===== config.mk =====
export PLATFORM = sky130hd
export DESIGN_NAME = bfa_word_eval
export DESIGN_NICKNAME = d
export VERILOG_FILES = /design/src/sv/bfa_pkg.sv /design/src/sv/bfa_word_eval.sv
export SDC_FILE = /design/constraint.sdc
export NUM_CORES = 1
export LEC_CHECK = 0
export BUFFER_PORTS_ARGS = -buffer_cell sky130_fd_sc_hd__buf_2
export CORE_MARGIN = 4
export CORE_UTILIZATION = 45
export DETAILED_ROUTE_END_ITERATION = 10
export PLACE_DENSITY = 0.87
export RECOVER_POWER = 25
export SETUP_SLACK_MARGIN = 0.5
export SYNTH_ARGS = -nofsm -noshare
export SYNTH_HDL_FRONTEND = slang
export SYNTH_SLANG_ARGS = --single-unit

===== constraint.sdc =====
create_clock -name vclk -period 3.5
set_input_delay 0.175 -clock vclk [all_inputs]
set_output_delay 0.175 -clock vclk [all_outputs]
set_load 0.03 [all_outputs]

===== src/sv/bfa_pkg.sv =====
// ----------------------------------------------------------------------------
// bfa_pkg
// shared types and constants of the bitmap frame allocator
// ----------------------------------------------------------------------------
package bfa_pkg;

  localparam int unsigned WORD_W     = 32;
  localparam int unsigned BIT_W      = 5;
  localparam int unsigned PAGE_SHIFT = 12;
  localparam int unsigned CFG_IDX_W  = 1;

  // operation codes
  typedef enum logic [1:0] {
    OP_ALLOC   = 2'd0,
    OP_FREE    = 2'd1,
    OP_RESERVE = 2'd2,
    OP_CLEAR   = 2'd3
  } op_e;

  // result status codes
  typedef enum logic [1:0] {
    STAT_DONE      = 2'd0,
    STAT_EXHAUSTED = 2'd1,
    STAT_REJECTED  = 2'd2,
    STAT_NOCHANGE  = 2'd3
  } status_e;

  // configuration register indexes
  typedef enum logic [CFG_IDX_W-1:0] {
    REG_BASE_ADDRESS = 1'b0,
    REG_FRAME_COUNT  = 1'b1
  } cfg_reg_e;

  // sequencer states
  typedef enum logic [2:0] {
    S_INIT,
    S_IDLE,
    S_ALLOC_RD,
    S_ALLOC_CHK,
    S_UPD_RD,
    S_UPD_CHK,
    S_CLEAR,
    S_DONE
  } state_e;

  // word evaluation result
  typedef struct packed {
    logic             found;
    logic [BIT_W-1:0] first_idx;
    logic             bit_val;
  } eval_t;

endpackage


===== src/sv/bfa_word_eval.sv =====
// ----------------------------------------------------------------------------
// bfa_word_eval
// shared word unit: first free bit search, bit test and word update
// ----------------------------------------------------------------------------
module bfa_word_eval (
  input  logic [bfa_pkg::WORD_W-1:0] word_i,
  input  logic [bfa_pkg::WORD_W-1:0] mask_i,
  input  logic [bfa_pkg::BIT_W-1:0]  bit_idx_i,
  input  logic                       alloc_i,
  input  logic                       set_i,
  output bfa_pkg::eval_t             res_o,
  output logic [bfa_pkg::WORD_W-1:0] word_o
);
  import bfa_pkg::*;

  logic [WORD_W-1:0] free_vec;
  logic [BIT_W-1:0]  first;
  logic [WORD_W-1:0] sel;

  assign free_vec = ~word_i & mask_i;

  // lowest free bit wins
  always_comb begin
    first = '0;
    for (int i = WORD_W - 1; i >= 0; i--) begin
      if (free_vec[i]) begin
        first = BIT_W'(i);
      end
    end
  end

  assign sel = alloc_i ? (WORD_W'(1) << first) : (WORD_W'(1) << bit_idx_i);

  always_comb begin
    res_o.found     = |free_vec;
    res_o.first_idx = first;
    res_o.bit_val   = word_i[bit_idx_i];
    if (alloc_i || set_i) begin
      word_o = word_i | sel;
    end else begin
      word_o = word_i & ~sel;
    end
  end

endmodule


==> results of run 1 <==
[cells by family after synthesis]
kind of cell / Yosys count / synth area share, %
buffers and inverters: 14 / 3.30
muxes: 43 / 35.2
AOI/OAI and AO/OA: 39 / 16.4
and+or+nand+nor: 129 / 45.1
[power breakdown]
group          internal [mW]  switching (mW)  total [mW]
clock network              0               0           0
registers                  0               0           0
logic                  0.145           0.222       0.367
[how the worst max path moves through the flow]
| stage | to | slack (ns) | cells past startpoint |
|---|---|---|---|
| after floorplan | word_o[19] | 0.85 | 9 |
| after global placement | word_o[12] | 0.59 | 10 |
| after detailed placement | word_o[19] | 0.56 | 10 |
| after CTS | word_o[19] | 0.55 | 10 |
| after global routing | word_o[2] | 0.26 | 10 |
| final | word_o[26] | 0.48 | 10 |
[layout make-up]
cell class                 count  area (µm²)  area share, %
timing repair buffer         111         553           24.2
tap                           48        60.1           2.63
inverter                       4        16.3          0.712
multi-input combinational    211        1660           72.5
[metal layers]
| layer | up-vias | GRT usage, % |
|---|---|---|
| li1 | 1073 | - |
| met1 | 1073 | 33.7 |
| met3 | 10 | 3.19 |
| met4 | 0 | 3.47 |
| met2 | 110 | 44.3 |
| met5 | - | 0 |
[worst max-delay path: cells and delay by family]
family | cells | cell delay (ns)
simple gates | 3 | 0.64
mux | 1 | 0.34
buf+inv | 2 | 0.30
compound gates | 4 | 1.39
[cells in the final DEF, fill, tap and decap left out, types with 2 or more instances in the layout]
cell / Yosys / final
a21o_1: 3 / 3
or2b_2: 3 / 3
buf_2: 2 / 106
or2_2: 2 / 2
nor2_1: 17 / 17
nand2b_2: 2 / 2
nand2_1: 17 / 17
nand4_1: 7 / 7
a31oi_1: 2 / 2
nand4b_1: 4 / 4
nand3_1: 8 / 8
nor2b_1: 9 / 8
nor3_1: 15 / 15
o22a_1: 2 / 2
o21ai_0: 6 / 7
inv_1: 3 / 3
mux4_2: 10 / 10
a21boi_0: 2 / 2
clkbuf_1: 6 / 4
nor4_1: 4 / 4
and4_1: 3 / 3
or4b_1: 4 / 4
a211oi_1: 2 / 2
o211ai_1: 3 / 3
mux2_1: 4 / 4
mux2_2: 28 / 28
a21oi_1: 8 / 7
nand2b_1: 26 / 26
==> results.md, run 1 <==
- The total global-route track usage is 25.3%.
- 110 I/O pins were placed.
- The run finished with clean final reports.
- The peak supply drop is 0.0000914 V.
- Excluding fillers, the count of instances in the completed layout stands at 374.
- Setup total negative slack on the finished layout was measured at 0 ns.
- The via count normalized by instance count is 6.06.
- For this design, the slowest cell found on the critical path is a31oi_1.
- The first routing iteration left 251 violations.
- In this run, placement finished with an instance count of 374.
- The share of the core filled with cells is 62.4%.
- The fmax is 331 MHz.
- The number of hold buffers added after CTS was 0.
- Summing all placed instances gives a cell area of 2280 µm².
- The worst hold path passes through 3 cells.
- The synthesized netlist cell count is 225.
- The maximum fanout along the worst path is 8.
- The origin of the worst setup path is word_i[31].
- The worst setup path is captured at an output port.
- The number of max-cap violations is 0.
- After the last flow step, the layout net total stands at 399.
- The cell that appears most often on the critical path is buf_2.
- The critical path is of the in2out type.
- The met3 layer wire length in the routed design is 534 µm.
- Summing over every cut layer, the via total after detailed routing is 2266.
- The count of instances resized after the clock tree is built is 0.
- Setup repair after global routing could not meet its margin everywhere.
- The signal on the critical path passes through buf_2 > nand2b_1 > o211ai_1 > a21oi_1 > o311ai_0 > nand2_1 > a31oi_1 > nand4b_1 > mux2_2 > buf_2.
- The placement-stage worst setup slack is 0.559 ns.
- The number of port buffers is 110.
- The worst hold slack across all endpoints is 0.758 ns.
- The wire length per cell after detailed routing is 17.6 µm.
- The power per standard cell area is 161 nW/µm².
- The initial standard-cell utilization of the core is 46.6%.
- The fraction of layout instances using a drive strength above 1 is 50.3%.
- The count of standard-cell rows is 22.
- The overall power after layout is 367 µW.
- Among all cell types in the netlist, the one instantiated most often is mux2_2.
- The via count of the first global-routing pass is 2108.
- Data on the critical path is required at its endpoint by 3.32 ns.
- The path class of the tightest hold or removal check is in2out.
- The horizontal extent of the die is 69.6 µm.
- Ranked by total cell area, the synthesized netlist is headed by mux2_2 18%, mux4_2 13%, nand2b_1 9.5%.
- The antenna cell count is 0.
- The proportion of netlist area held by the largest area contributor is 18.5%.
- For the worst setup path, the data arrival time is 2.84 ns.
- The sequential area share after synthesis is 0%.
- The post-DP HPWL is 5570 µm.
- The slew at the pin closest to its max-slew limit is 0.911 ns.
- The congestion estimate from routability-driven global placement came to 1.01.
- The largest total area in the synthesized netlist belongs to mux2_2.
- The post-route standard cell area excluding fillers is 2280 µm².
- After filler insertion, the fill cell instance count of the layout stands at 368.
- The Yosys step of the flow raised 0 warnings.
- The floorplan step defined a die boundary enclosing 4840 µm².
- Summed over all layers, the global routing overflow is 0.
- The worst setup path is launched from a primary input.
- After layout, the clock buffer instance count stands at 0.
- The number of max-slew violations in the final report is 0.
- The final-report setup violation count is 0.
- The number of post-CTS setup repair buffers is 0.
- The post-layout worst setup margin is 0.482 ns.
- The average instance in the mapped netlist occupies 7.58 µm².
- The number of flip-flops and latches is 0.
- The number of different library cells used by synthesis comes to 50.
- In the routed design, unresolved DRC markers number 0.
- The minimum clock period is 3.02 ns.
- The sum of routed wire segments on met1 is 2650 µm.
- The leakage power total is 0.990 nW.
- The first-pass iteration count of the detailed router is 4.
- The total count of hold-check failures in the final report is 0.
- The fraction of the cycle the final worst path needs is 86.2%.
- The final routed wirelength across all metal layers is 6590 µm.
- The count of antenna-violating nets left after detailed routing is 0.
- The net count after synthesis is 296.
- For this run, the slowest stage of the critical path takes 0.60 ns.
- The worst hold path begins at word_i[27].
- The number of antenna violations at the first check in global routing came to 0.
- The endpoint of the worst hold path is word_o[27].
- The first global-routing pass estimated 10200 µm of wire.
- The placeable core region is 3660 µm².
- The worst-case headroom to the max-slew limit is 38.6%.
- After synthesis, the most frequently instantiated cells are 28 x mux2_2, 26 x nand2b_1, 17 x nand2_1, 17 x nor2_1, 15 x nor3_1.
- The pin count of the biggest net entering global routing is 33.
- The relative area change from synthesis to final layout is 34.0%.
- The storage element area is 0 µm².
- The top layer reached by signal wires is met4.
- The cell area after technology mapping is 1710 µm².
- The floorplan step set the die height to 69.6 µm.
- The wire length on met2 is 3320 µm.
Note: power is estimated with default switching activity, not from simulation.
==> run 2: changes to the inputs <==
--- a/config.mk
+++ b/config.mk
@@ -10,7 +10,7 @@
 export CORE_UTILIZATION = 45
 export DETAILED_ROUTE_END_ITERATION = 10
 export PLACE_DENSITY = 0.87
-export RECOVER_POWER = 25
+export RECOVER_POWER = 50
 export SETUP_SLACK_MARGIN = 0.5
 export SYNTH_ARGS = -nofsm -noshare
 export SYNTH_HDL_FRONTEND = slang
==> run 2 against run 1 <==
  * Global-route usage unchanged
  * Die area unchanged
  * Wire length about the same
  * Critical endpoint unchanged
  * Largest cell class unchanged
  * Highest routed layer unchanged
==> results.md, run 2 (synthesis gave the netlist of run 1 again) <==
- The count of standard-cell rows is 22 (unchanged).
- The final routed wirelength across all metal layers is 6600 µm (about the same).
- The flow ran to the end, and the final reports show no timing, DRC or antenna violations.
- The post-layout worst setup margin is 0.473 ns (-0.00833 ns).
- The number of clock buffers in the layout is 0 (unchanged).
- The worst setup path is of the in2out kind.
- The wire length per cell after detailed routing is 17.6 µm (about the same).
- The path class of the tightest hold or removal check is in2out.
- The DRC marker count from the first detailed-route iteration came to 204 (-19%).
- The number of flip-flops and latches was 0 (unchanged).
- The instance count along the most critical hold path is 3 (unchanged).
- The slew at the pin closest to its max-slew limit was 0.924 ns (+0.0127 ns).
- The count of antenna-violating nets left after detailed routing is 0 (unchanged).
- The peak supply drop is 0.0000908 V (-0.69%).
- The worst path arrival time is 2.85 ns (about the same).
- Compared with the post-synthesis result, the final layout area differs by 33.2%.
- The final RePlAce weighted congestion is 1.01 (unchanged).
- The total via count in the routed design is 2284 (+0.79%).
- The number of max-slew violations in the final report is 0 (unchanged).
- The fraction of layout instances using a drive strength above 1 is 47.2% (-3.1 points).
- Setup repair after global routing could not meet its margin everywhere.
- The highest-delay cell along the critical path is a31oi_1.
- The total count of hold-check failures in the final report is 0 (unchanged).
- The worst setup path is launched from a primary input.
- The number of port buffers was 110 (unchanged).
- The leakage power total is 0.962 nW (-2.8%).
- The maximum fanout along the worst path is 8 (unchanged).
- The beginning of the worst hold path is word_i[22].
- The final routed DRC violation total came to 0 (unchanged).
- The worst-case headroom to the max-slew limit is 37.8% (-0.85 points).
- The pin count of the biggest net entering global routing came to 33 (unchanged).
- The data required time of the worst path is 3.32 ns (about the same).
- The first-pass iteration count of the detailed router is 4 (unchanged).
- The count of filler cells inserted in the layout came to 372 (+1.1%).
- The total global-route track usage is 25.3% (unchanged).
- By instance count, the cell type seen most on the critical path is buf_2.
- The floorplan die area is 4840 µm² (unchanged).
- The share of the core filled with cells is 62.1% (-0.34 points).
- The kind of cell with the highest combined delay on the critical path is compound AO/OA/AOI/OAI gates.
- The total number of nets in the final design is 399 (unchanged).
- The setup TNS came to 0 ns (unchanged).
- The antenna cell count is 0 (unchanged).
- The minimum clock period is 3.03 ns (+0.00833 ns).
- The number of antenna violations at the first check in global routing was 0 (unchanged).
- The placement-stage worst setup slack is 0.559 ns (unchanged).
- The leading cell type in the layout, fill and taps excluded is buf_2.
- STA classifies the critical path endpoint as an output port.
- The first-pass GRT wire length was 10200 µm (unchanged).
- The area of combinational cells with multiple inputs is 1660 µm² (unchanged).
- The placeable core region is 3660 µm² (unchanged).
- The critical path buffer and inverter count is 2 (unchanged).
- The power per standard cell area was 160 nW/µm² (-0.11%).
- The fraction of the cycle the final worst path needs is 86.5% (+0.24 points).
- The signal on the critical path passes through buf_2 > nand2b_1 > o211ai_1 > a21oi_1 > o311ai_0 > nand2_1 > a31oi_1 > nand4b_1 > mux2_2 > buf_2.
- The number of hold buffers added after CTS came to 0 (unchanged).
- The height of the die was 69.6 µm (unchanged).
- The final-report setup violation count came to 0 (unchanged).
- The worst hold slack across all endpoints came to 0.753 ns (-0.00535 ns).
- The total congestion overflow after global routing was 0 (unchanged).
- The number of max-cap violations was 0 (unchanged).
- The storage element area is 0 µm² (unchanged).
- The I/O pin count is 110 (unchanged).
- The delay of the slowest cell on the worst path was 0.61 ns (about the same).
- The overall power after layout is 365 µW (-0.66%).
- The post-DP HPWL was 5570 µm (unchanged).
- For hold timing, the worst endpoint is word_o[22].
- The horizontal extent of the die is 69.6 µm (unchanged).
- The via count normalized by instance count came to 6.11 (+0.79%).
- The via count of the first global-routing pass is 2108 (unchanged).
- In the layout the commonest cells are 96 x buf_2, 28 x mux2_2, 26 x nand2b_1.
- The fmax came to 330 MHz (-0.28%).
- The initial standard-cell utilization of the core is 46.6% (unchanged).
==> run 2: worst max path at each step <==
stage	endpoint	slack, ns	from	cells past startpoint
CTS	word_o[19]	0.55	word_i[4]	10
global route	word_o[17]	0.26	word_i[10]	10
floorplan	word_o[19]	0.85	mask_i[5]	9
detailed placement	word_o[19]	0.56	word_i[5]	10
global placement	word_o[12]	0.59	word_i[23]	10
finish	word_o[26]	0.47	word_i[31]	10
==> run 2: what timing repair did <==
action / CTS / global route
endpoints found under the setup margin: 0 / 27
setup buffers: 0 / 0
resized for setup: 0 / 6
hold endpoints to repair: 0 / 0
==> run 2: layer usage <==
metal / vias to the layer above / wire length (µm) / global-route usage (%)
met3: 10 / 617 / 3.19
met1: 1072 / 2610 / 33.7
met4: 0 / 81 / 3.47
met2: 128 / 3290 / 44.3
li1: 1074 / - / -
met5: - / 0 / 0
==> run 2: cell type report <==
cell class         count  share of cell area, %
multi-input cells    211                   72.9
repair buffers       111                   23.8
inverters              4                  0.716
well taps             48                   2.64
==> run 2: through the flow <==
step                cells  area [µm²]
floorplan             225        1710
global placement      374        2280
detailed placement    374        2280
CTS                   374        2280
global route          374        2270
finish                374        2270
==> run 2: power breakdown <==
| part | total [mW] | internal (mW) | switching (mW) |
|---|---|---|---|
| Sequential | 0 | 0 | 0 |
| Clock | 0 | 0 | 0 |
| Combinational | 0.365 | 0.143 | 0.222 |
==> run 3: changes to the inputs <==
--- a/config.mk
+++ b/config.mk
@@ -9,6 +9,7 @@
 export CORE_MARGIN = 4
 export CORE_UTILIZATION = 45
 export DETAILED_ROUTE_END_ITERATION = 10
+export MAX_ROUTING_LAYER = met4
 export PLACE_DENSITY = 0.87
 export RECOVER_POWER = 50
 export SETUP_SLACK_MARGIN = 0.5
==> run 3 against run 2 <==
  * Final cell count grew 0.27%
  * Non-clock buffer count increased by 1
  * Via count rose by 1.9%
  * Hold slack better by 0.010 ns
  * Utilization up 0.62 points
  * Power rose by 0.95%
  * Flip-flop and latch count unchanged
  * First-iteration DRC count increased by 11%
  * Highest routed layer unchanged
  * Largest cell class unchanged
  * Global-route usage rose by 0.57 points
  * Fmax shrank 0.73%
  * Combinational power is essentially flat
  * Wire length is 0.39% higher
==> results.md, run 3 (synthesis gave the netlist of run 1 again) <==
- STA classifies the critical path endpoint as an output port.
- Leaving out fill and tap cells, the most frequent cells in the layout are 97 x buf_2, 28 x mux2_2, 26 x nand2b_1.
- The cell occurring most often along the worst timing path is buf_2.
- The wire length on met2 was 3280 µm (about the same).
- The critical path buffer and inverter count is 2 (unchanged).
- The pin count of the biggest net entering global routing was 33 (unchanged).
- The fmax is 328 MHz (-0.73%).
- The I/O pin count is 110 (unchanged).
- The placeable core region is 3660 µm² (unchanged).
- The worst hold path belongs to the class in2out.
- The via count normalized by instance count is 6.21 (+1.6%).
- The critical path class is in2out.
- The horizontal extent of the die is 69.6 µm (unchanged).
- The total global-route track usage was 25.8% (+0.57 points).
- The library cell used most frequently in the layout, excluding fill and tap cells, is buf_2.
- The sum of routed wire segments on met1 was 2670 µm (+2.3%).
- The power per standard cell area was 160 nW/µm² (about the same).
- The number of antenna violations at the first check in global routing is 0 (unchanged).
- The fraction of the cycle the final worst path needs was 87.1% (+0.63 points).
- The total number of nets in the final design is 400 (+0.25%).
- The final routed wirelength across all metal layers is 6620 µm (+0.39%).
- The first-pass iteration count of the detailed router came to 5 (+1).
- The top layer reached by signal wires is met4.
- The number of clock buffers in the layout is 0 (unchanged).
- The antenna cell count came to 0 (unchanged).
- The final routed DRC violation total is 0 (unchanged).
- The setup TNS is 0 ns (unchanged).
- The via count of the first global-routing pass is 2158 (+2.4%).
- The area growth from synthesis to layout is 34.6%.
- The number of port buffers is 110 (unchanged).
- The wire length per cell after detailed routing was 17.7 µm (+0.13%).
- The placement-stage worst setup slack came to 0.572 ns (+0.0133 ns).
- Among cell families on the critical path, the largest total delay comes from simple AND/OR/NAND/NOR gates.
- The first-pass GRT wire length is 10200 µm (about the same).
- The minimum clock period is 3.05 ns (+0.0221 ns).
- The count of antenna-violating nets left after detailed routing is 0 (unchanged).
- The worst-case headroom to the max-slew limit is 49.8% (+12 points).
- Setup repair after global routing could not meet its margin everywhere.
- The initial standard-cell utilization of the core is 46.6% (unchanged).
- The height of the die is 69.6 µm (unchanged).
- The origin of the worst setup path is word_i[23].
- The leakage power total is 0.967 nW (+0.46%).
- The final RePlAce weighted congestion is 1.05 (+4.0%).
- The maximum fanout along the worst path is 8 (unchanged).
- The DRC marker count from the first detailed-route iteration is 226 (+11%).
- The number of flip-flops and latches is 0 (unchanged).
- The area of combinational cells with multiple inputs came to 1670 µm² (+0.83%).
- The post-layout worst setup margin is 0.451 ns (-0.0221 ns).
- The total count of hold-check failures in the final report is 0 (unchanged).
- The data required time of the worst path is 3.32 ns (about the same).
- The final-report setup violation count is 0 (unchanged).
- The count of filler cells inserted in the layout came to 360 (-3.2%).
- The slew at the pin closest to its max-slew limit is 0.753 ns (-0.170 ns).
- The number of max-slew violations in the final report is 0 (unchanged).
- The worst path arrival time is 2.87 ns (+0.02 ns).
- The total placed cells including tap cells is 374 (unchanged).
- The total number of cells along the worst setup path is 10 (unchanged).
- The post-DP HPWL was 5660 µm (+1.6%).
- The slowest stage of the critical path is the nor4_1 cell.
- The startpoint class of the critical path is a primary input.
- The fraction of layout instances using a drive strength above 1 is 47.4% (+0.16 points).
- The floorplan die area is 4840 µm² (unchanged).
- The total via count in the routed design is 2327 (+1.9%).
- The flow ran to the end, and the final reports show no timing, DRC or antenna violations.
- The met3 layer wire length in the routed design came to 555 µm (-10%).
- The delay of the slowest cell on the worst path is 0.47 ns (-0.14 ns).
- The count of standard-cell rows is 22 (unchanged).
- The capturing element of the worst setup path is word_o[30].
- The overall power after layout came to 368 µW (+0.95%).
- The number of max-cap violations came to 0 (unchanged).
- The filler-free cell count of the finished design is 375 (+0.27%).
- The peak supply drop came to 0.0000923 V (+1.7%).
- The total congestion overflow after global routing was 0 (unchanged).
- The storage element area is 0 µm² (unchanged).
- Traced cell by cell, the critical path runs through buf_2 > nand2b_1 > nand2_1 > a311oi_1 > o31ai_1 > a21oi_1 > or2_0 > nor4_1 > mux2_2 > buf_2.
==> run 3: cell count changes in the layout (fill, tap and decap cells not counted), sizes merged <==
| cell | before | now |
|---|---|---|
| buf | 97 | 99 |
| clkbuf | 14 | 13 |
==> run 3: power breakdown <==
| part | switching [mW] | internal (mW) |
|---|---|---|
| logic | 0.224 | 0.144 |
| registers | 0 | 0 |
| clock network | 0 | 0 |
==> run 3: tightest hold or removal path: cells and delay by family <==
kind                   cells  cell delay (ns)
buffers and inverters      2             0.29
muxes                      1             0.12
==> run 3: stage by stage <==
stage	cell area (µm²)	util [%]	hold slack (ns)
floorplan	1710	-	0.530
global placement	2280	62.4	0.753
detailed placement	2280	62.4	0.760
CTS	2280	62.4	0.763
global route	2290	62.7	0.773
finish	2290	62.7	0.763
==> run 3: how the worst min path moves through the flow <==
stage,slack [ns],cells after the start,from,to
2_1_floorplan,0.53,1,word_i[27],word_o[27]
3_3_place_gp,0.75,3,word_i[22],word_o[22]
3_5_place_dp,0.76,3,word_i[3],word_o[3]
4_1_cts,0.76,3,word_i[3],word_o[3]
5_1_grt,0.77,3,word_i[27],word_o[27]
6_report,0.76,3,word_i[22],word_o[22]
==> run 3: what timing repair did <==
action / in CTS / in global routing
endpoints found under the setup margin: 0 / 22
gates resized for setup: 0 / 7
hold buffers: 0 / 0
buffers inserted: 0 / 1
==> run 3: final cells by class <==
cell class / instances / share of cell area (%)
repair buffers: 112 / 23.9
multi-input cells: 211 / 72.7
inverters: 4 / 0.709
well taps: 48 / 2.62
==> run 3: per-layer routing <==
metal | up-vias | GRT usage [%]
met4 | 0 | 4.12
met2 | 116 | 42.6
met3 | 15 | 1.74
met1 | 1123 | 35.4
li1 | 1073 | -
met5 | - | -
